$ cat config.mk
export PLATFORM = sky130hd
export DESIGN_NAME = pvt_shift
export DESIGN_NICKNAME = d
export VERILOG_FILES = /design/src/rtl/core/pvt_pkg.sv /design/src/rtl/core/pvt_shift.sv
export SDC_FILE = /design/constraint.sdc
export NUM_CORES = 1
export LEC_CHECK = 0
export BUFFER_PORTS_ARGS = -buffer_cell sky130_fd_sc_hd__buf_4
export CAP_MARGIN = 40
export CORE_AREA = 3 3 40 42
export DETAILED_ROUTE_END_ITERATION = 6
export DIE_AREA = 0 0 43 45
export PLACE_DENSITY_LB_ADDON = 0.3
export SKIP_LAST_GASP = 1
export SLEW_MARGIN = 20
export SYNTH_ARGS = -nofsm -noshare
export SYNTH_HDL_FRONTEND = slang
export SYNTH_SLANG_ARGS = --single-unit
$ cat constraint.sdc
create_clock -name vclk -period 0.8
set_input_delay 0.12 -clock vclk [all_inputs]
set_output_delay 0.12 -clock vclk [all_outputs]
set_load 0.02 [all_outputs]
$ cat src/rtl/core/pvt_pkg.sv
// Shared constants and types for the polyline vertex table.
// No dependencies.
`default_nettype none
package pvt_pkg;
   localparam int MAX_VERTICES_DEF = 256;
   localparam int COORD_BITS_DEF   = 32;

   typedef enum logic [2:0] {
      ACT_APPEND = 3'd0,
      ACT_DELETE = 3'd1,
      ACT_PICK   = 3'd2,
      ACT_INSERT = 3'd3,
      ACT_WRITE  = 3'd4,
      ACT_UNSEL  = 3'd5,
      ACT_READ   = 3'd6,
      ACT_NONE   = 3'd7
   } action_type;

   localparam logic [2:0] ST_OK     = 3'd0;
   localparam logic [2:0] ST_FULL   = 3'd1;
   localparam logic [2:0] ST_NODEL  = 3'd2;
   localparam logic [2:0] ST_BADIDX = 3'd3;
   localparam logic [2:0] ST_MISS   = 3'd4;

   // controller to datapath
   typedef struct packed {
      logic        rd_en;
      logic        wr_en;
      logic        wr_from_in;
      logic        sq_en;
      logic        ld_en;
      logic        rr_en;
   } cmd_type;
endpackage
`default_nettype wire

$ cat src/rtl/core/pvt_shift.sv
// Merges the shift write phase into the controller command to the datapath.
// Depends on pvt_pkg.
`default_nettype none
module pvt_shift #(
   parameter int AW = 8
) (
   input  wire pvt_pkg::cmd_type cmd_in,
   input  wire logic [AW-1:0]    wr_in,
   input  wire logic             shift_wr,
   input  wire logic [AW-1:0]    shift_addr,
   output pvt_pkg::cmd_type      cmd_out,
   output logic [AW-1:0]         wr_out
);
   import pvt_pkg::*;
   always_comb begin
      cmd_out = cmd_in;
      wr_out = wr_in;
      if (shift_wr) begin
         cmd_out.wr_en = 1'b1;
         cmd_out.wr_from_in = 1'b0;
         cmd_out.rd_en = 1'b0;
         wr_out = shift_addr;
      end
   end
endmodule
`default_nettype wire

== After elaboration in Yosys (flattened, before gate mapping) ==
Cells that the tools add are included.
Word-level totals
  memory bits (read-only): 0
  memories kept: 0
  bits in writable memories: 0
  latch bits: 0
  register bits: 0
  logic and storage cells: 2
Operators by class
  divide/modulo/power cells: 0
  reductions and logical operators: 0
  bitwise gates (word level): 0
  shifts and indexed selects: 0
  order comparisons: 0
  $mul: 0
  equality and inequality tests: 0
  $add $sub $neg: 0
  mux-type cells: 2
Operator list (number)
  8-bit two-way mux: 1
  3-bit two-way mux: 1

== Longest topological paths before layout ==
Gate-level depths: netlist (run 1).
  word-level depth: 1
  gate-level depth with buffers: 2
  depth with buffers taken out: 1

== Least setup slack after synthesis (run 1) ==
No wires, ideal clock.
  path kind: in2out
  from: input shift_wr
  to: output wr_out[0]
  required time: 0.680 ns
  stages: 2
  setup slack: 0.098 ns
  arrival: 0.582 ns
  cells stage by stage: buf_6 > mux2_4
On the way
  cells in the longest elaborated chain, start to end: 1
RTL lines
  from (decl): RTL line pvt_shift.sv:9  | input wire logic shift_wr,
  8-bit two-way mux: RTL line pvt_shift.sv:18  | if (shift_wr) begin
  to (decl): RTL line pvt_shift.sv:12  | output logic [AW-1:0] wr_out
Every way passes these cells.

== Worst setup path in the final report (run 1) ==
  from: input shift_wr
  to: output wr_out[2]
Same word-level chain as after synthesis.

==> summary.txt, run 1 <==
STA
  • Final Slew Violations: 0
  • Final Cycle Share: a little over nine tenths
  • Headroom to the max-slew limit: a little over nine tenths
  • Final Hold Fails: 0
  • Fmax: 1270 MHz
  • Worst-margin pin slew: ~0.074 ns
  • Final Hold Slack: around 0.24 ns
  • Worst setup margin: around 0.013 ns
  • Minimum clock period: about 0.79 ns
  • Setup violators final: 0
  • RSZ-0062 raised after global routing: no

Setup path
  • Data arrival, critical path: between 0.6 and 0.7 ns
  • Crit path capture type: primary output
  • Maximum fanout along the worst path: 6
  • Data required, critical path: approximately 0.68 ns
  • Startpoint class of the critical path: primary input
  • Critical path class: in2out
  • Crit path largest cell delay: 0.30 ns
  • CP max stage cell: mux2_4
  • CP cell instances: buf_12 -> mux2_4 -> buf_6

Place
  • Post-Place Cells: 57
  • Routability cong.: between 0.7 and 0.8
  • Dpl ws: -0.125 ns
  • Post-DP Area: about 400 um^2
  • Port Buffers: 31

GRT
  • Grt ovf: 0
  • Overall Global Routing Usage: 7.55%
  • Initial antenna violation count: 0
  • Largest net degree at the start of global routing: 7
  • First-pass GRT wire length: 1110 um
  • Number of global-route vias before repair: about 200

Pwr
  • P_int: ~0.20 mW
  • Power density over cell area: 668 nW/um^2
  • Combinational share of power: 100.0%
  • Sw Share: a little over a third
  • Clock power frac: 0%
  • Net Sw Power: 0.109 mW
  • Maximum vdd drop: 0.000207 V
  • Sequential power share: 0%
  • Static leakage: roughly 0.25 nW

Final layout
  • # clk buffers: 0
  • FF+latch count: 0
  • Final non-filler cell area: 465 um^2
  • Area grow syn2layout: 168%
  • Fin cells: 58
  • Post-layout net count: slightly below 70
  • # diodes: 0
  • Layout Utilization: between 30% and 40%
  • FILL cells: ~140
  • Register area: 0 um^2
  • Multi-input logic area: 144 um^2
  • Share of cells above drive strength 1: a little over nine tenths

Logic synthesis
  • Ys Warns: 0
  • Sequential-to-total area share from yosys stat: 0%
  • Post-Syn Instances: 15
  • Avg Cell Area, Syn: 11.6 um^2
  • Syn Std Cell Area: ~170 um^2
  • Top cell type's share of synthesized area: 60.4%
  • Area leader, netlist: mux2_4
  • Most frequent cell after synthesis: mux2_4
  • Syn Nets: 38
  • Count of different cell masters after synthesis: 6
  • Top post-synthesis cells by area: mux2_4, buf_4, and2b_2, buf_6, mux2_2
  • Synth cell count leaders: mux2_4, buf_4, and2b_2

Min path
  • Hold Crit Class: in2out
  • WHS Path Cells: 0

Detailed routing
  • Avg WL per Cell: around 15 um
  • # DRC: 0
  • Post-route ant nets: 0
  • Vias: about 210
  • Vias per inst: approximately 3.7
  • Drt total wl: approximately 840 um
  • Detailed Route Iter0 Violations: 0
  • DRT Pass-1 Iters: 1

Floorplanning
  • DIE HEIGHT: between 40 and 50 um
  • # IOs: 37
  • Placement row count: 13
  • Die area: around 1900 um^2
  • Core area: roughly 1300 um^2
  • Starting Density: 13.5%
  • Chip width: approximately 43 um

Run status
  • Status: finished, final reports clean

Flow run
  • MaxCap Viol Count: 0

CTS
  • Post-CTS Repair Setup Buffers: 0
  • CTS Hold Bufs: 0
[layout by cell type (no fill, tap or decap), drive strengths merged]
master,Yosys,layout
and2b,2,2
or2,1,1
buf,4,32
mux2,8,8
[metrics by stage]
| step | total power, mW | TNS [ns] |
|---|---|---|
| after CTS | 0.305 | 0 |
| after detailed placement | 0.265 | -0.801 |
| after global routing | 0.326 | 0 |
| final | 0.311 | 0 |
| after floorplan | 0.150 | 0 |
| after global placement | 0.264 | -0.753 |
[worst max-delay path, delay by kind of cell]
kind,cells,cell delay (ns)
buf+inv,2,0.24
mux,1,0.30
[timing repair]
item	in CTS	in global routing
resized for setup	10	3
cloned	1	0
setup endpoints to repair	11	3
[power by group through the flow]
stage          combinational [mW]  sequential [mW]  clock, mW
2_1_floorplan               0.150                0          0
3_3_place_gp                0.264                0          0
3_5_place_dp                0.265                0          0
4_1_cts                     0.305                0          0
5_1_grt                     0.326                0          0
6_report                    0.311                0          0
[kinds of logic (layout without fill, tap and decap cells)]
family | count (synthesis) | in the layout | share of synthesized area [%]
buffers and inverters | 4 | 32 | 19.4
muxes | 8 | 8 | 66.9
and+or+nand+nor | 3 | 3 | 13.7
[final timing paths]
path / to / from
max: wr_out[2] / shift_wr
min: cmd_out[2] / cmd_in[2]
[cell type report]
cell class                      count  area share [%]
Multi-Input combinational cell     11            30.9
Tap cell                           15            4.03
Timing Repair Buffer               32            65.1
[layer usage]
layer	share of wire, %	up-vias	global-route usage, %
li1	-	106	-
met1	33	81	8.57
met2	38	26	10.8
met3	29	0	7.57
met4	0	0	0
met5	0	-	0
No activity file was read; power rests on OpenSTA's default activity.
==> inputs of run 2 (changes only) <==
==> constraint.sdc (replaced) <==
create_clock -name vclk -period 0.8
set_input_delay 0.24 -clock vclk [all_inputs]
set_output_delay 0.24 -clock vclk [all_outputs]
set_load 0.02 [all_outputs]
==> run 2 against run 1 <==
Effect of this change:
- the flow now finishes with violations (negative setup slack)
- final cell count unchanged
- non-clock buffer count unchanged
- sequential share of layout area unchanged
- sequential cell count unchanged
- power up 1.1%
- combinational power about the same
- critical path depth unchanged
- utilization up 1.2 points
- via count down 0.47%
- count of clock-buffer cells in the layout unchanged
- first-iteration DRC count unchanged
- final area up 3.2%
==> summary.txt, run 2 (same netlist as run 1, synthesis figures left out) <==
Run status
  • Status: finished, violations left
  • Violated checks: negative setup slack

Place
  • Routability cong.: slightly below 0.6
  • Post-DP Area: 395 um^2
  • Post-Place Cells: 57
  • Port Buffers: 31

Pwr
  • Sw Share: between 30% and 40%
  • Maximum vdd drop: between 0.0002 and 0.00025 V
  • Sequential power share: 0%
  • Power density over cell area: approximately 650 nW/um^2
  • P_int: roughly 0.21 mW
  • Total power: 0.314 mW
  • Clock power frac: 0%
  • Combinational share of power: 100.0%
  • Net Sw Power: ~0.11 mW
  • Static leakage: between 0.2 and 0.3 nW

Setup path
  • CP cell instances: buf_12 -> mux2_4 -> buf_6
  • Maximum fanout along the worst path: 6
  • Startpoint class of the critical path: primary input
  • Critical path class: in2out
  • Data required, critical path: 0.56 ns
  • Crit path largest cell delay: ~0.30 ns
  • Worst setup startpoint: shift_wr
  • Data arrival, critical path: 0.79 ns
  • CP max stage cell: mux2_4
  • Kind of cell adding the most delay to the critical path: multiplexers
  • Crit path capture type: primary output
  • Critical path buffers and inverters: 2

Detailed routing
  • Avg WL per Cell: around 11 um
  • Vias per inst: 3.66
  • # DRC: 0
  • Drt total wl: ~640 um
  • Vias: about 210
  • Post-route ant nets: 0
  • DRT Pass-1 Iters: 1
  • Detailed Route Iter0 Violations: 0

STA
  • Final Cycle Share: 129%
  • Final Hold Fails: 0
  • RSZ-0062 raised after global routing: yes
  • Minimum clock period: between 1 and 1.5 ns
  • Setup violators final: 11
  • Final Slew Violations: 0
  • Worst setup margin: -0.233 ns
  • Fmax: 968 MHz
  • Headroom to the max-slew limit: roughly 96%
  • Worst-margin pin slew: 0.0593 ns

CTS
  • Post-CTS Repair Setup Buffers: 0
  • CTS Hold Bufs: 0

Min path
  • Hold Path Origin: cmd_in[1]
  • WHS Path Cells: 0
  • Hold EP: cmd_out[1]
  • Hold Crit Class: in2out

Final layout
  • Post-layout net count: between 60 and 70
  • Commonest non-fill, non-tap cell in the layout: buf_4
  • Layout Utilization: between 30% and 40%
  • Area grow syn2layout: 176%
  • Register area: 0 um^2
  • # clk buffers: 0
  • Commonest cells after routing, fill and taps aside: buf_4, buf_6, mux2_4
  • FILL cells: between 100 and 150
  • Share of cells above drive strength 1: between 90% and 100%
  • # diodes: 0
  • FF+latch count: 0
  • Final non-filler cell area: slightly below 500 um^2
  • Fin cells: 58

Floorplanning
  • Placement row count: 13
  • # IOs: 37
  • Core area: around 1300 um^2
  • Die area: ~1900 um^2
  • DIE HEIGHT: ~45 um
  • Chip width: ~43 um
  • Starting Density: between 10% and 20%

GRT
  • Largest net degree at the start of global routing: 7
  • First-pass GRT wire length: 862 um
  • Initial antenna violation count: 0
  • Overall Global Routing Usage: roughly 5.6%
  • Grt ovf: 0
  • Number of global-route vias before repair: between 150 and 200

Flow run
  • MaxCap Viol Count: 0
[run 2: power by group through the flow]
stage	combinational, mW	sequential, mW	clock, mW
6_report	0.314	0	0
3_3_place_gp	0.263	0	0
4_1_cts	0.318	0	0
3_5_place_dp	0.264	0	0
5_1_grt	0.330	0	0
2_1_floorplan	0.157	0	0
[run 2: final cells by class]
class                      instances  area [um^2]  area share (%)
multi-input combinational         11          144            29.9
tap                               15         18.8            3.91
timing repair buffer              32          318            66.1
[run 2: routing by layer]
metal  GRT usage [%]  vias to the layer above  wire, um
met5               0                        -         0
met3            1.59                        0       118
li1                -                      106         -
met4               0                        0         0
met1            6.67                       85       193
met2            10.8                       21       326
[run 2: repair_timing]
action | CTS | global route
cloned | 1 | 0
resized for setup | 16 | 0
pin swaps | 1 | 0
setup endpoints to repair | 11 | 11
[run 2: stage by stage]
| step | hold slack, ns | TNS [ns] | setup WS, ns |
|---|---|---|---|
| floorplan | 0.593 | -1.10 | -0.127 |
| global placement | 0.480 | -3.45 | -0.349 |
| detailed placement | 0.480 | -3.53 | -0.356 |
| CTS | 0.480 | -2.12 | -0.232 |
| global route | 0.480 | -2.21 | -0.236 |
| finish | 0.480 | -2.09 | -0.233 |
[run 2: worst max path at each step]
stage | depth (start not counted) | slack, ns | endpoint
after floorplan | 2 | -0.13 | wr_out[0]
after global placement | 3 | -0.35 | wr_out[4]
after detailed placement | 3 | -0.36 | wr_out[4]
after CTS | 3 | -0.23 | wr_out[4]
after global routing | 3 | -0.24 | wr_out[5]
final | 3 | -0.23 | wr_out[4]
