$ cat config.mk
export PLATFORM = sky130hd
export DESIGN_NAME = pvt_control
export DESIGN_NICKNAME = d
export VERILOG_FILES = /design/src/rtl/core/pvt_pkg.sv /design/src/rtl/core/pvt_control.sv
export SDC_FILE = /design/constraint.sdc
export NUM_CORES = 1
export LEC_CHECK = 0
export ABC_AREA = 1
export BUFFER_PORTS_ARGS = -buffer_cell sky130_fd_sc_hd__buf_2
export CAP_MARGIN = 30
export CORE_ASPECT_RATIO = 1.75
export CORE_MARGIN = 5
export CORE_UTILIZATION = 59
export CTS_BUF_LIST = sky130_fd_sc_hd__clkbuf_4
export DETAILED_ROUTE_END_ITERATION = 8
export PLACE_DENSITY_LB_ADDON = 0.25
export SKIP_LAST_GASP = 1
export SLEW_MARGIN = 20
export SYNTH_ARGS = -nofsm -noshare
export SYNTH_HDL_FRONTEND = slang
export SYNTH_SLANG_ARGS = --single-unit
$ cat constraint.sdc
create_clock -name clock -period 14.5 [get_ports clock]
set_input_delay 2.175 -clock clock [delete_from_list [all_inputs] [get_ports clock]]
set_output_delay 2.175 -clock clock [all_outputs]
set_load 0.01 [all_outputs]
$ cat src/rtl/core/pvt_pkg.sv
// Shared constants and types for the polyline vertex table.
// No dependencies.
`default_nettype none
package pvt_pkg;
   localparam int MAX_VERTICES_DEF = 256;
   localparam int COORD_BITS_DEF   = 32;

   typedef enum logic [2:0] {
      ACT_APPEND = 3'd0,
      ACT_DELETE = 3'd1,
      ACT_PICK   = 3'd2,
      ACT_INSERT = 3'd3,
      ACT_WRITE  = 3'd4,
      ACT_UNSEL  = 3'd5,
      ACT_READ   = 3'd6,
      ACT_NONE   = 3'd7
   } action_type;

   localparam logic [2:0] ST_OK     = 3'd0;
   localparam logic [2:0] ST_FULL   = 3'd1;
   localparam logic [2:0] ST_NODEL  = 3'd2;
   localparam logic [2:0] ST_BADIDX = 3'd3;
   localparam logic [2:0] ST_MISS   = 3'd4;

   // controller to datapath
   typedef struct packed {
      logic        rd_en;
      logic        wr_en;
      logic        wr_from_in;
      logic        sq_en;
      logic        ld_en;
      logic        rr_en;
   } cmd_type;
endpackage
`default_nettype wire

$ cat src/rtl/core/pvt_control.sv
// Sequencer for the vertex table: count, selection, shifts, pick scan, result.
// Depends on pvt_pkg; commands pvt_datapath.
`default_nettype none
module pvt_control #(
   parameter int MAX_VERTICES = pvt_pkg::MAX_VERTICES_DEF,
   parameter int AW           = $clog2(MAX_VERTICES),
   parameter int CW           = $clog2(MAX_VERTICES + 1)
) (
   input  wire logic             clock,
   input  wire logic             reset,
   input  wire logic             req_valid,
   output logic                  req_stall,
   input  wire logic [2:0]       req_action,
   input  wire logic [7:0]       req_slot,
   output pvt_pkg::cmd_type      cmd,
   output logic [AW-1:0]         rd_addr,
   output logic [AW-1:0]         wr_addr,
   output logic                  shift_wr,
   output logic [AW-1:0]         shift_addr,
   input  wire logic             hit,
   input  wire logic signed [31:0] dp_x,
   input  wire logic signed [31:0] dp_y,
   output logic                  rsp_valid,
   input  wire logic             rsp_stall,
   output logic [2:0]            rsp_status,
   output logic [8:0]            rsp_count_now,
   output logic                  rsp_sel_valid,
   output logic [7:0]            rsp_sel_index,
   output logic signed [31:0]    rsp_read_x,
   output logic signed [31:0]    rsp_read_y
);
   import pvt_pkg::*;

   typedef enum logic [2:0] {
      S_IDLE, S_DEL, S_INS, S_PICK_RD, S_PICK_SQ, S_PICK_CMP, S_READ, S_DONE
   } state_type;

   state_type        state_ff;
   action_type       act_ff;
   logic [CW-1:0]    count_ff;
   logic [AW-1:0]    cur_ff;
   logic             selv_ff;
   logic [CW-1:0]    idx_ff;
   logic [CW-1:0]    slot_ff;
   logic [2:0]       st_ff;
   logic             rsp_valid_ff;
   logic [2:0]       rsp_status_ff;
   logic [8:0]       rsp_count_ff;
   logic             rsp_selv_ff;
   logic [7:0]       rsp_seli_ff;
   logic signed [31:0] rsp_x_ff, rsp_y_ff;
   logic             take;
   logic [CW-1:0]    slot_w;
   logic             finish;
   // shift write phase driven from a registered flag
   logic             wr_ph_ff;

   assign req_stall = (state_ff != S_IDLE) || rsp_valid_ff;
   assign take = req_valid && !req_stall;
   assign slot_w = CW'(req_slot);
   assign shift_wr = wr_ph_ff;
   assign shift_addr = AW'(idx_ff);

   always_comb begin
      cmd = '0;
      rd_addr = AW'(idx_ff);
      wr_addr = AW'(idx_ff);
      case (state_ff)
         S_IDLE: begin
            cmd.rr_en = take;
            cmd.ld_en = take;
            cmd.wr_from_in = 1'b1;
            wr_addr = (action_type'(req_action) == ACT_APPEND) ? AW'(count_ff) : AW'(req_slot);
            rd_addr = AW'(req_slot);
            cmd.rd_en = take && (action_type'(req_action) == ACT_READ);
            if (take && action_type'(req_action) == ACT_APPEND && count_ff < CW'(MAX_VERTICES))
               cmd.wr_en = 1'b1;
            if (take && action_type'(req_action) == ACT_WRITE && slot_w < count_ff)
               cmd.wr_en = 1'b1;
         end
         S_DEL: begin
            // two-phase: odd visit reads idx+1, even writes idx
            rd_addr = AW'(idx_ff + 1'b1);
            cmd.rd_en = 1'b1;
         end
         S_INS: begin
            rd_addr = AW'(idx_ff - 1'b1);
            cmd.rd_en = 1'b1;
            if (idx_ff == slot_ff + 1'b1) begin
               cmd.rd_en = 1'b0;
               cmd.wr_en = 1'b1;
               cmd.wr_from_in = 1'b1;
            end
         end
         S_PICK_RD: begin
            cmd.rd_en = 1'b1;
         end
         S_PICK_SQ: cmd.sq_en = 1'b1;
         default: ;
      endcase
   end

   always_ff @(posedge clock) begin
      if (reset) begin
         state_ff <= S_IDLE;
         count_ff <= '0;
         cur_ff <= '0;
         selv_ff <= 1'b0;
         rsp_valid_ff <= 1'b0;
         wr_ph_ff <= 1'b0;
      end else begin
         if (rsp_valid_ff && !rsp_stall) rsp_valid_ff <= 1'b0;
         case (state_ff)
            S_IDLE: if (take) begin
               act_ff <= action_type'(req_action);
               slot_ff <= slot_w;
               st_ff <= ST_OK;
               state_ff <= S_DONE;
               case (action_type'(req_action))
                  ACT_APPEND: if (count_ff >= CW'(MAX_VERTICES)) st_ff <= ST_FULL;
                     else begin
                        cur_ff <= AW'(count_ff);
                        selv_ff <= 1'b1;
                        count_ff <= count_ff + 1'b1;
                     end
                  ACT_DELETE: if (count_ff == '0 || !selv_ff) st_ff <= ST_NODEL;
                     else begin
                        idx_ff <= CW'(cur_ff);
                        wr_ph_ff <= 1'b0;
                        state_ff <= S_DEL;
                     end
                  ACT_PICK: begin
                     st_ff <= ST_MISS;
                     idx_ff <= '0;
                     state_ff <= (count_ff == '0) ? S_DONE : S_PICK_RD;
                  end
                  ACT_INSERT: if (count_ff >= CW'(MAX_VERTICES)) st_ff <= ST_FULL;
                     else if (slot_w >= count_ff) st_ff <= ST_BADIDX;
                     else begin
                        idx_ff <= count_ff;
                        wr_ph_ff <= 1'b0;
                        state_ff <= S_INS;
                     end
                  ACT_WRITE: if (slot_w >= count_ff) st_ff <= ST_BADIDX;
                  ACT_UNSEL: begin
                     selv_ff <= 1'b0;
                     cur_ff <= '0;
                  end
                  ACT_READ: if (slot_w >= count_ff) st_ff <= ST_BADIDX;
                     else state_ff <= S_READ;
                  default: ;
               endcase
            end
            S_DEL: begin
               if (wr_ph_ff) begin
                  wr_ph_ff <= 1'b0;
                  idx_ff <= idx_ff + 1'b1;
               end else if (idx_ff + 1'b1 >= count_ff) begin
                  count_ff <= count_ff - 1'b1;
                  selv_ff <= 1'b0;
                  cur_ff <= '0;
                  state_ff <= S_DONE;
               end else begin
                  wr_ph_ff <= 1'b1;
               end
            end
            S_INS: begin
               if (idx_ff == slot_ff + 1'b1) begin
                  count_ff <= count_ff + 1'b1;
                  state_ff <= S_DONE;
               end else if (wr_ph_ff) begin
                  wr_ph_ff <= 1'b0;
                  idx_ff <= idx_ff - 1'b1;
               end else wr_ph_ff <= 1'b1;
            end
            S_PICK_RD: state_ff <= S_PICK_SQ;
            S_PICK_SQ: state_ff <= S_PICK_CMP;
            S_PICK_CMP: begin
               if (hit) begin
                  cur_ff <= AW'(idx_ff);
                  selv_ff <= 1'b1;
                  st_ff <= ST_OK;
                  state_ff <= S_DONE;
               end else if (idx_ff + 1'b1 >= count_ff) state_ff <= S_DONE;
               else begin
                  idx_ff <= idx_ff + 1'b1;
                  state_ff <= S_PICK_RD;
               end
            end
            S_READ: state_ff <= S_DONE;
            S_DONE: begin
               rsp_valid_ff <= 1'b1;
               state_ff <= S_IDLE;
            end
            default: state_ff <= S_IDLE;
         endcase
      end
   end

   assign finish = (state_ff == S_DONE);
   always_ff @(posedge clock) begin
      if (finish) begin
         rsp_status_ff <= st_ff;
         rsp_count_ff <= 9'(count_ff);
         rsp_selv_ff <= selv_ff;
         rsp_seli_ff <= selv_ff ? 8'(cur_ff) : 8'd0;
         rsp_x_ff <= (act_ff == ACT_READ && st_ff == ST_OK) ? dp_x : 32'sd0;
         rsp_y_ff <= (act_ff == ACT_READ && st_ff == ST_OK) ? dp_y : 32'sd0;
      end
   end

   assign rsp_valid = rsp_valid_ff;
   assign rsp_status = rsp_status_ff;
   assign rsp_count_now = rsp_count_ff;
   assign rsp_sel_valid = rsp_selv_ff;
   assign rsp_sel_index = rsp_seli_ff;
   assign rsp_read_x = rsp_x_ff;
   assign rsp_read_y = rsp_y_ff;
endmodule
`default_nettype wire

# == Yosys cells after proc, flatten, opt, wreduce, memory -nomap -nowiden ==
# Index checks and enable logic that the tools add are counted.
# word_totals
out_inout_bits,118
register_bits,131
# classes
n_mux,75
n_addsub,5
n_bitwise,1
eq_ne,34
n_reduce_logical,32
order_cmp,5
# ops
operator,n
9-bit 2-to-1 mux,15
8-bit 2-to-1 mux,7
9-bit case mux with 3 select lines,2
8-bit case mux with 3 select lines,2
3-bit 2-to-1 mux,13
9-bit case mux with 4 select lines,1
"3-bit == test, second input constant",8
"2-bit inequality test, second input constant",12
3-bit case mux with 8 select lines,1
7-bit AND reduction,3
1-bit 2-to-1 mux,20
"9-bit by 1-bit adder with 9-bit output, second input constant",2
"9-bit by 1-bit subtractor with 9-bit output, second input constant",2
8-bit case mux with 2 select lines,1
3-bit case mux with 5 select lines,1
"3-bit by 2-bit == test with 1-bit output, second input constant",4
"3-bit inequality test, second input constant",4
3-bit case mux with 4 select lines,1
12-bit AND reduction,1
"8-bit by 1-bit adder with 9-bit output, second input constant",1
9-bit == test,1
8-bit by 9-bit greater-or-equal comparator with 1-bit output,1
9-bit greater-or-equal comparator,1
"9-bit greater-or-equal comparator, second input constant",1
23 further kinds,47

# == Depth between registers and ports, before layout ==
# Gate-level depths: netlist (run 1).
# depth
depth_word,9
mapped_depth,18
mapped_depth_nobuf,18

# == Least setup slack after synthesis (run 1) ==
# Ideal clock, no wire load.
# synth_path
path_kind,in2out
from,input req_slot[6]
to,output cmd[4] in the netlist's numbering
required_ns,12.325
slack_ns,9.276
stages,7
arrival_ns,3.049
n_path_buf,0
cell_sequence,ha_1 a21oi_1 o21a_1 nand3_1 o22ai_1 nand2_1 nand2_1
# synth_rtl
element,line,text
from (decl),pvt_control.sv:14,"input wire logic [7:0] req_slot,"
to (decl),pvt_control.sv:15,"output pvt_pkg::cmd_type cmd,"

# == Worst setup path in the final report (run 1) ==
# layout_path
from,input req_action[2]
to,output wr_addr[1]
# layout_via
elab_chain_len,3
# layout_lines
element,line,text
from (decl),pvt_control.sv:13,"input wire logic [2:0] req_action,"
3-bit zero test,pvt_control.sv:73,wr_addr = (action_type'(req_action) == ACT_APPEND) ? AW'(count_ff) : AW'(req_slot);
8-bit 2-to-1 mux,pvt_control.sv:73,
8-bit 2-to-1 mux,pvt_control.sv:68,case (state_ff)
to (decl),pvt_control.sv:17,"output logic [AW-1:0] wr_addr,"
# No other way between the ends.

==> results of run 1 <==
## power groups by stage
stage          Sequential [mW]  Clock (mW)  Combinational (mW)
2_1_floorplan            0.521           0               0.498
3_3_place_gp             0.545           0               0.676
3_5_place_dp             0.546           0               0.685
4_1_cts                  0.537       0.245               0.688
5_1_grt                  0.544       0.263               0.773
6_report                 0.539       0.242               0.703
## cell usage after synthesis, types with 3 or more instances
master,n
xor2_1,11
clkbuf_1,9
nand2_2,8
ha_1,27
dfxtp_1,23
buf_4,12
o22ai_1,23
nor3_1,4
nor2_4,4
inv_1,153
edfxtp_1,108
o211ai_1,6
nor2_2,5
buf_2,7
xnor2_1,5
nand4_1,11
o21ai_0,34
a21oi_1,47
nand2_1,138
a31oi_1,3
nand3_1,40
inv_2,5
nor2_1,122
## worst max path at each step
| stage | slack, ps | start | to |
|---|---|---|---|
| 2_1_floorplan | 9280 | req_slot[6] | cmd[4] |
| 6_report | 8740 | req_action[2] | wr_addr[1] |
| 3_5_place_dp | 8780 | req_action[2] | wr_addr[5] |
| 5_1_grt | 8590 | req_action[2] | wr_addr[5] |
| 4_1_cts | 8770 | req_action[2] | wr_addr[5] |
| 3_3_place_gp | 8830 | req_action[2] | wr_addr[6] |
## flip-flops by register name, indices dropped and copies added (netlist names), 3 cells and up
signal / count
rsp_status: 3
count_ff: 9
idx_ff: 9
slot_ff: 8
rsp_count_now: 9
cur_ff: 8
rsp_sel_index: 8
act_ff: 3
rsp_read_y: 32
state_ff: 3
st_ff: 3
rsp_read_x: 32
## worst max-delay path, delay by kind of cell
family / cells / cell delay (ps)
AND/OR/NAND/NOR: 1 / 410
AO/OA/AOI/OAI: 2 / 340
buffers and inverters: 4 / 640
## layer usage
layer | part of all wire (%) | GRT usage (%)
met2 | 51 | 51.1
met4 | 7.2 | 18.3
met1 | 33 | 28.8
met3 | 8.6 | 6.59
met5 | 0 | 0
## area by class of cell
cell class	instances	area, um2
Sequential cell	131	3700
Fill cell	985	3440
Multi-Input combinational cell	515	2730
Timing Repair Buffer	201	1030
Inverter	161	607
Tap cell	165	206
Clock inverter	15	155
Clock buffer	17	128
Antenna cell	1	2.50
## cells by family (layout without fill, tap and decap cells)
group | after synthesis | count (layout) | synth area share [%]
xor gates and xnor gates | 16 | 16 | 1.94
buffers and inverters | 191 | 394 | 11.0
AOI/OAI and AO/OA | 131 | 131 | 10.6
other | 0 | 1 | 0
DFF | 131 | 131 | 51.3
and+or+nand+nor | 340 | 340 | 20.2
adders and majority gates | 28 | 28 | 4.96
==> run metrics, run 1 <==
GRT Util Overall=28.3%; reg-to-reg slack, setup=10390 ps; Worst-Skew Late Latency=540 ps; pre-CTS setup slack=8780 ps; Reg power frac=36.3%; fin nets=1135; Startpoint Class=input pin; FF-to-FF End=count_ff[5]; wire length per cell=17.3 um; Clock transition at path regs=130 ps; RSZ-0062 raised after global routing=false; Mapped Nets=945; Congestion Overflow GR=0; Clock Root Buffer=clkbuf_4; antenna violations before repair=1; Finished Core Util=71.3%; worst hold path depth=0; synth warn=0; Final Cell Area=8560 um2; post-CTS setup buffers=0; start of the worst register-to-register path=idx_ff[0]; Placed Instances=1172; slowest library cell on the worst path=nand2_1; Tot Pwr=1.48 mW; Seq/Total Area, Yosys=51.3%; Async SR Flop Fraction=0%; CP Capture Type=output pin; Syn Std Cell Area=7220 um2; Via density=5.36; arrival time at the worst endpoint=3580 ps; Worst Hold Path EP=rsp_status[0]; # hold bufs at CTS=0; Final ANT Viol Nets=0; unique cell type count in the Yosys netlist=46; PostCTS Resize Cnt=0; final setup fails=0; LEAKAGE=4.13 nW; Final Slew Violations=0; DRT iter0 DRCs=510; DIE WIDTH=93.6 um; area grow syn2layout=18.6%; crit-path cells=buf_2 -> inv_1 -> nand2_1 -> inv_1 -> o21ai_0 -> o22ai_1 -> buf_2; drt drc=0; Max IR drop VDD=134 uV; Starting Density=60.1%; die footprint=14600 um2; hold_ws=481 ps; Worst Skew=28.6 ps; Clk network pwr share=16.3%; layout cells sized above 1=25.5%; f_max=0.174 GHz; Crit Path Max Fanout=14; dpl cell area=8260 um2; Num CTS Buffers=17; count of flip-flops with a built-in enable after synthesis=108; I/O Buffers=197; total detailed-routing wirelength=20900 um; Net Switching=0.698 mW; PwrDens=173 nW/um2; most common cell after layout, fill and taps aside=buf_2; r2r worst-path depth=16; Final Non-Filler Cells=1206; synth top area cells=edfxtp_1 45%, inv_1 8.0%, nand2_1 7.2%; routed vias=6466; Worst Hold Launch=st_ff[0]; GP Congestion=0.993; Switching Share=47.1%; area leader, netlist=edfxtp_1; Ports=198; H-Tree Depth=4; prevailing post-synth register cell=edfxtp_1; worst rel slew slack=46.3%; Crit Path Category=input pin to output pin; Syn Inst Count=837; Yosys top cell area share=44.9%; vias in the first global route=6170; TritonRoute pass-1 iters=7; CTS Sinks=131; largest net degree at the start of global routing=78; final cycle utilization of the critical path=39.7%; first-pass GRT wire length=31500 um; total core area=12000 um2; Cell Int Power=0.785 mW; outcome=complete, no violations; site row count=53; Crit path largest cell delay=410 ps; Tmin final=5760 ps; Worst Slack Setup Final=8740 ps; number of max-cap violations=0; leading cell types in the layout, fill and taps excluded=197 x buf_2, 153 x inv_1, 138 x nand2_1, 121 x nor2_1, 108 x edfxtp_1; Worst Path Required=12320 ps; Combinational Power Share=47.4%; Clock Path Buffers=2; Final Hold Fails=0; Die Ht=156 um; Slew @ Worst Pin=802 ps; Detail Placement HPWL=16200 um; Setup TNS Final=0 ps; Hold Crit Class=flip-flop to flip-flop; syn_area_per_cell=8.62 um2; TritonCTS clock tree=yes; Yosys reg bits=131
(Power assumes the default switching activity.)
==> inputs of run 2 (changes only) <==
- ABC_AREA: 1 -> 0
- CORE_UTILIZATION: 59 -> 49
- clock period: 14.5 -> 4.8 ns (I/O delays scaled with it)
==> run 2 against run 1 <==
Compared with the run above: sequential power rose to 3.2 times the previous value; worst hold slack got worse by 83 ps; first-iteration DRC count grew 14%; synthesized cell count fell by 18%; flip-flop and latch count is the same; critical path type is now flip-flop to flip-flop; largest power group unchanged; highest routed layer unchanged.
==> run metrics, run 2 <==
outcome=complete, no violations; reg-to-reg slack, setup=780 ps; worst hold path depth=3; H-Tree Depth=4; TritonCTS clock tree=yes; CP Capture Point=cur_ff[5]; routed vias=6329; GP Congestion=1.02; worst rel slew slack=36.6%; Die Ht=170 um; Startpoint Class=flip-flop; synth top area cells=edfxtp_1 45%, and2_1 6.5%, dfxtp_1 6.4%; Tot Pwr=4.70 mW; area grow syn2layout=19.9%; RSZ-0062 raised after global routing=false; Slew @ Worst Pin=947 ps; Syn Std Cell Area=7210 um2; Finished Core Util=59.8%; cell with the most instances after synthesis=edfxtp_1; Num CTS Buffers=17; CP startpoint=idx_ff[0]; count of flip-flops with a built-in enable after synthesis=108; Yosys reg bits=131; Yosys top cell area share=45.0%; I/O Buffers=197; area leader, netlist=edfxtp_1; synth warn=0; Final ANT Viol Nets=0; FF-to-FF End=cur_ff[5]; layout cells sized above 1=29.6%; DIE WIDTH=102 um; PostCTS Resize Cnt=0; Worst-Skew Late Latency=550 ps; start of the worst register-to-register path=idx_ff[0]; number of max-cap violations=0; Max IR drop VDD=321 uV; wire length per cell=22.6 um; Setup TNS Final=0 ps; die footprint=17300 um2; site row count=58; syn_area_per_cell=10.5 um2; GRT Util Overall=27.5%; top cells by count, synth=108 x edfxtp_1, 75 x and2_1, 56 x nor2_1; fin nets=976; Congestion Overflow GR=0; Starting Density=49.9%; TritonRoute pass-1 iters=6; Hold Crit Class=input pin to flip-flop; Worst Hold Launch=rsp_stall; drt drc=0; leading cell types in the layout, fill and taps excluded=197 x buf_2, 108 x edfxtp_1, 75 x and2_1, 54 x nor2_1, 54 x a21oi_1; Async SR Flop Fraction=0%; CTS Sinks=131; Worst Skew=22.3 ps; CP Capture Type=flip-flop; total core area=14400 um2; Detail Placement HPWL=18200 um; Crit Path Category=flip-flop to flip-flop; first-pass GRT wire length=35700 um; Final Hold Fails=0; fill count=1287; prevailing post-synth register cell=edfxtp_1; DRT iter0 DRCs=582; Ports=198; Clock Path Buffers=2; final cycle utilization of the critical path=83.6%; Clock Root Buffer=clkbuf_4; Via density=5.96; post-CTS setup buffers=0; largest net degree at the start of global routing=77; Final Slew Violations=0; most common cell after layout, fill and taps aside=buf_2; antenna violations before repair=1; Syn Inst Count=684; Tmin final=4020 ps; arrival time at the worst endpoint=4430 ps; r2r worst-path depth=12; Seq/Total Area, Yosys=51.4%; vias in the first global route=6295; Clock transition at path regs=150 ps; # hold bufs at CTS=0; Crit Path Max Fanout=17; total detailed-routing wirelength=24000 um; PwrDens=544 nW/um2; final setup fails=0; f_max=0.249 GHz; Worst Path Required=5220 ps; LEAKAGE=3.39 nW; Mapped Nets=792; unique cell type count in the Yosys netlist=69
==> run 2: per-layer routing <==
metal,vias up,track usage [%],part of all wire [%]
met2,374,48.4,51
li1,2856,-,-
met4,0,17.4,6.8
met5,-,0,0
met1,2989,29.4,34
met3,110,5.37,8.5
==> run 2: where the power goes <==
| group | switching [mW] | total, mW | internal (mW) |
|---|---|---|---|
| Sequential | 0.253 | 1.71 | 1.46 |
| Clock | 0.512 | 0.856 | 0.344 |
| Combinational | 1.33 | 2.13 | 0.797 |
==> run 2: worst min-delay path by stage <==
stage | slack, ps | endpoint
after floorplan | 420 | rsp_status[1]
after global placement | 440 | rsp_status[1]
after detailed placement | 440 | rsp_status[1]
after CTS | 380 | rsp_valid
after global routing | 370 | slot_ff[1]
final | 400 | rsp_valid
==> run 2: cell type report <==
cell class | instances | area (um2) | area share, %
clock inverter | 15 | 204 | 2.36
antenna | 1 | 2.50 | 0.0290
inverter | 32 | 120 | 1.39
timing repair buffer | 212 | 1110 | 12.9
tap | 180 | 225 | 2.61
sequential | 131 | 3700 | 42.9
clock buffer | 17 | 128 | 1.48
multi-input combinational | 474 | 3150 | 36.4
==> run 2: metrics by stage <==
stage	setup slack, ps	hold WS, ps	instances	cell area (um2)
after CTS	831	378	1061	8640
final	785	398	1062	8640
after floorplan	1070	418	684	7210
after global routing	549	371	1062	8640
after global placement	1110	437	1029	8300
after detailed placement	973	445	1029	8310
==> run 2: critical path: stages (launching register included) <==
cell and delay (ps):
edfxtp_1 810, ha_1 430, nand4_1 150, xnor2_1 310, inv_1 80, ha_1 300
nand4_1 120, nor2_1 120, a21oi_1 140, a31oi_1 480, nand2_1 450, a221oi_1 390
a211oi_1 90
==> run 2: kinds of logic (layout without fill, tap and decap cells) <==
group	Yosys count	after routing	synth area share, %
other	0	1	0
buffers and inverters	79	276	5.24
muxes	15	15	2.10
adders and majority gates	29	29	5.10
DFF	131	131	51.4
xor gates and xnor gates	31	31	3.77
and+or+nand+nor	241	241	17.8
AOI/OAI and AO/OA	158	158	14.6
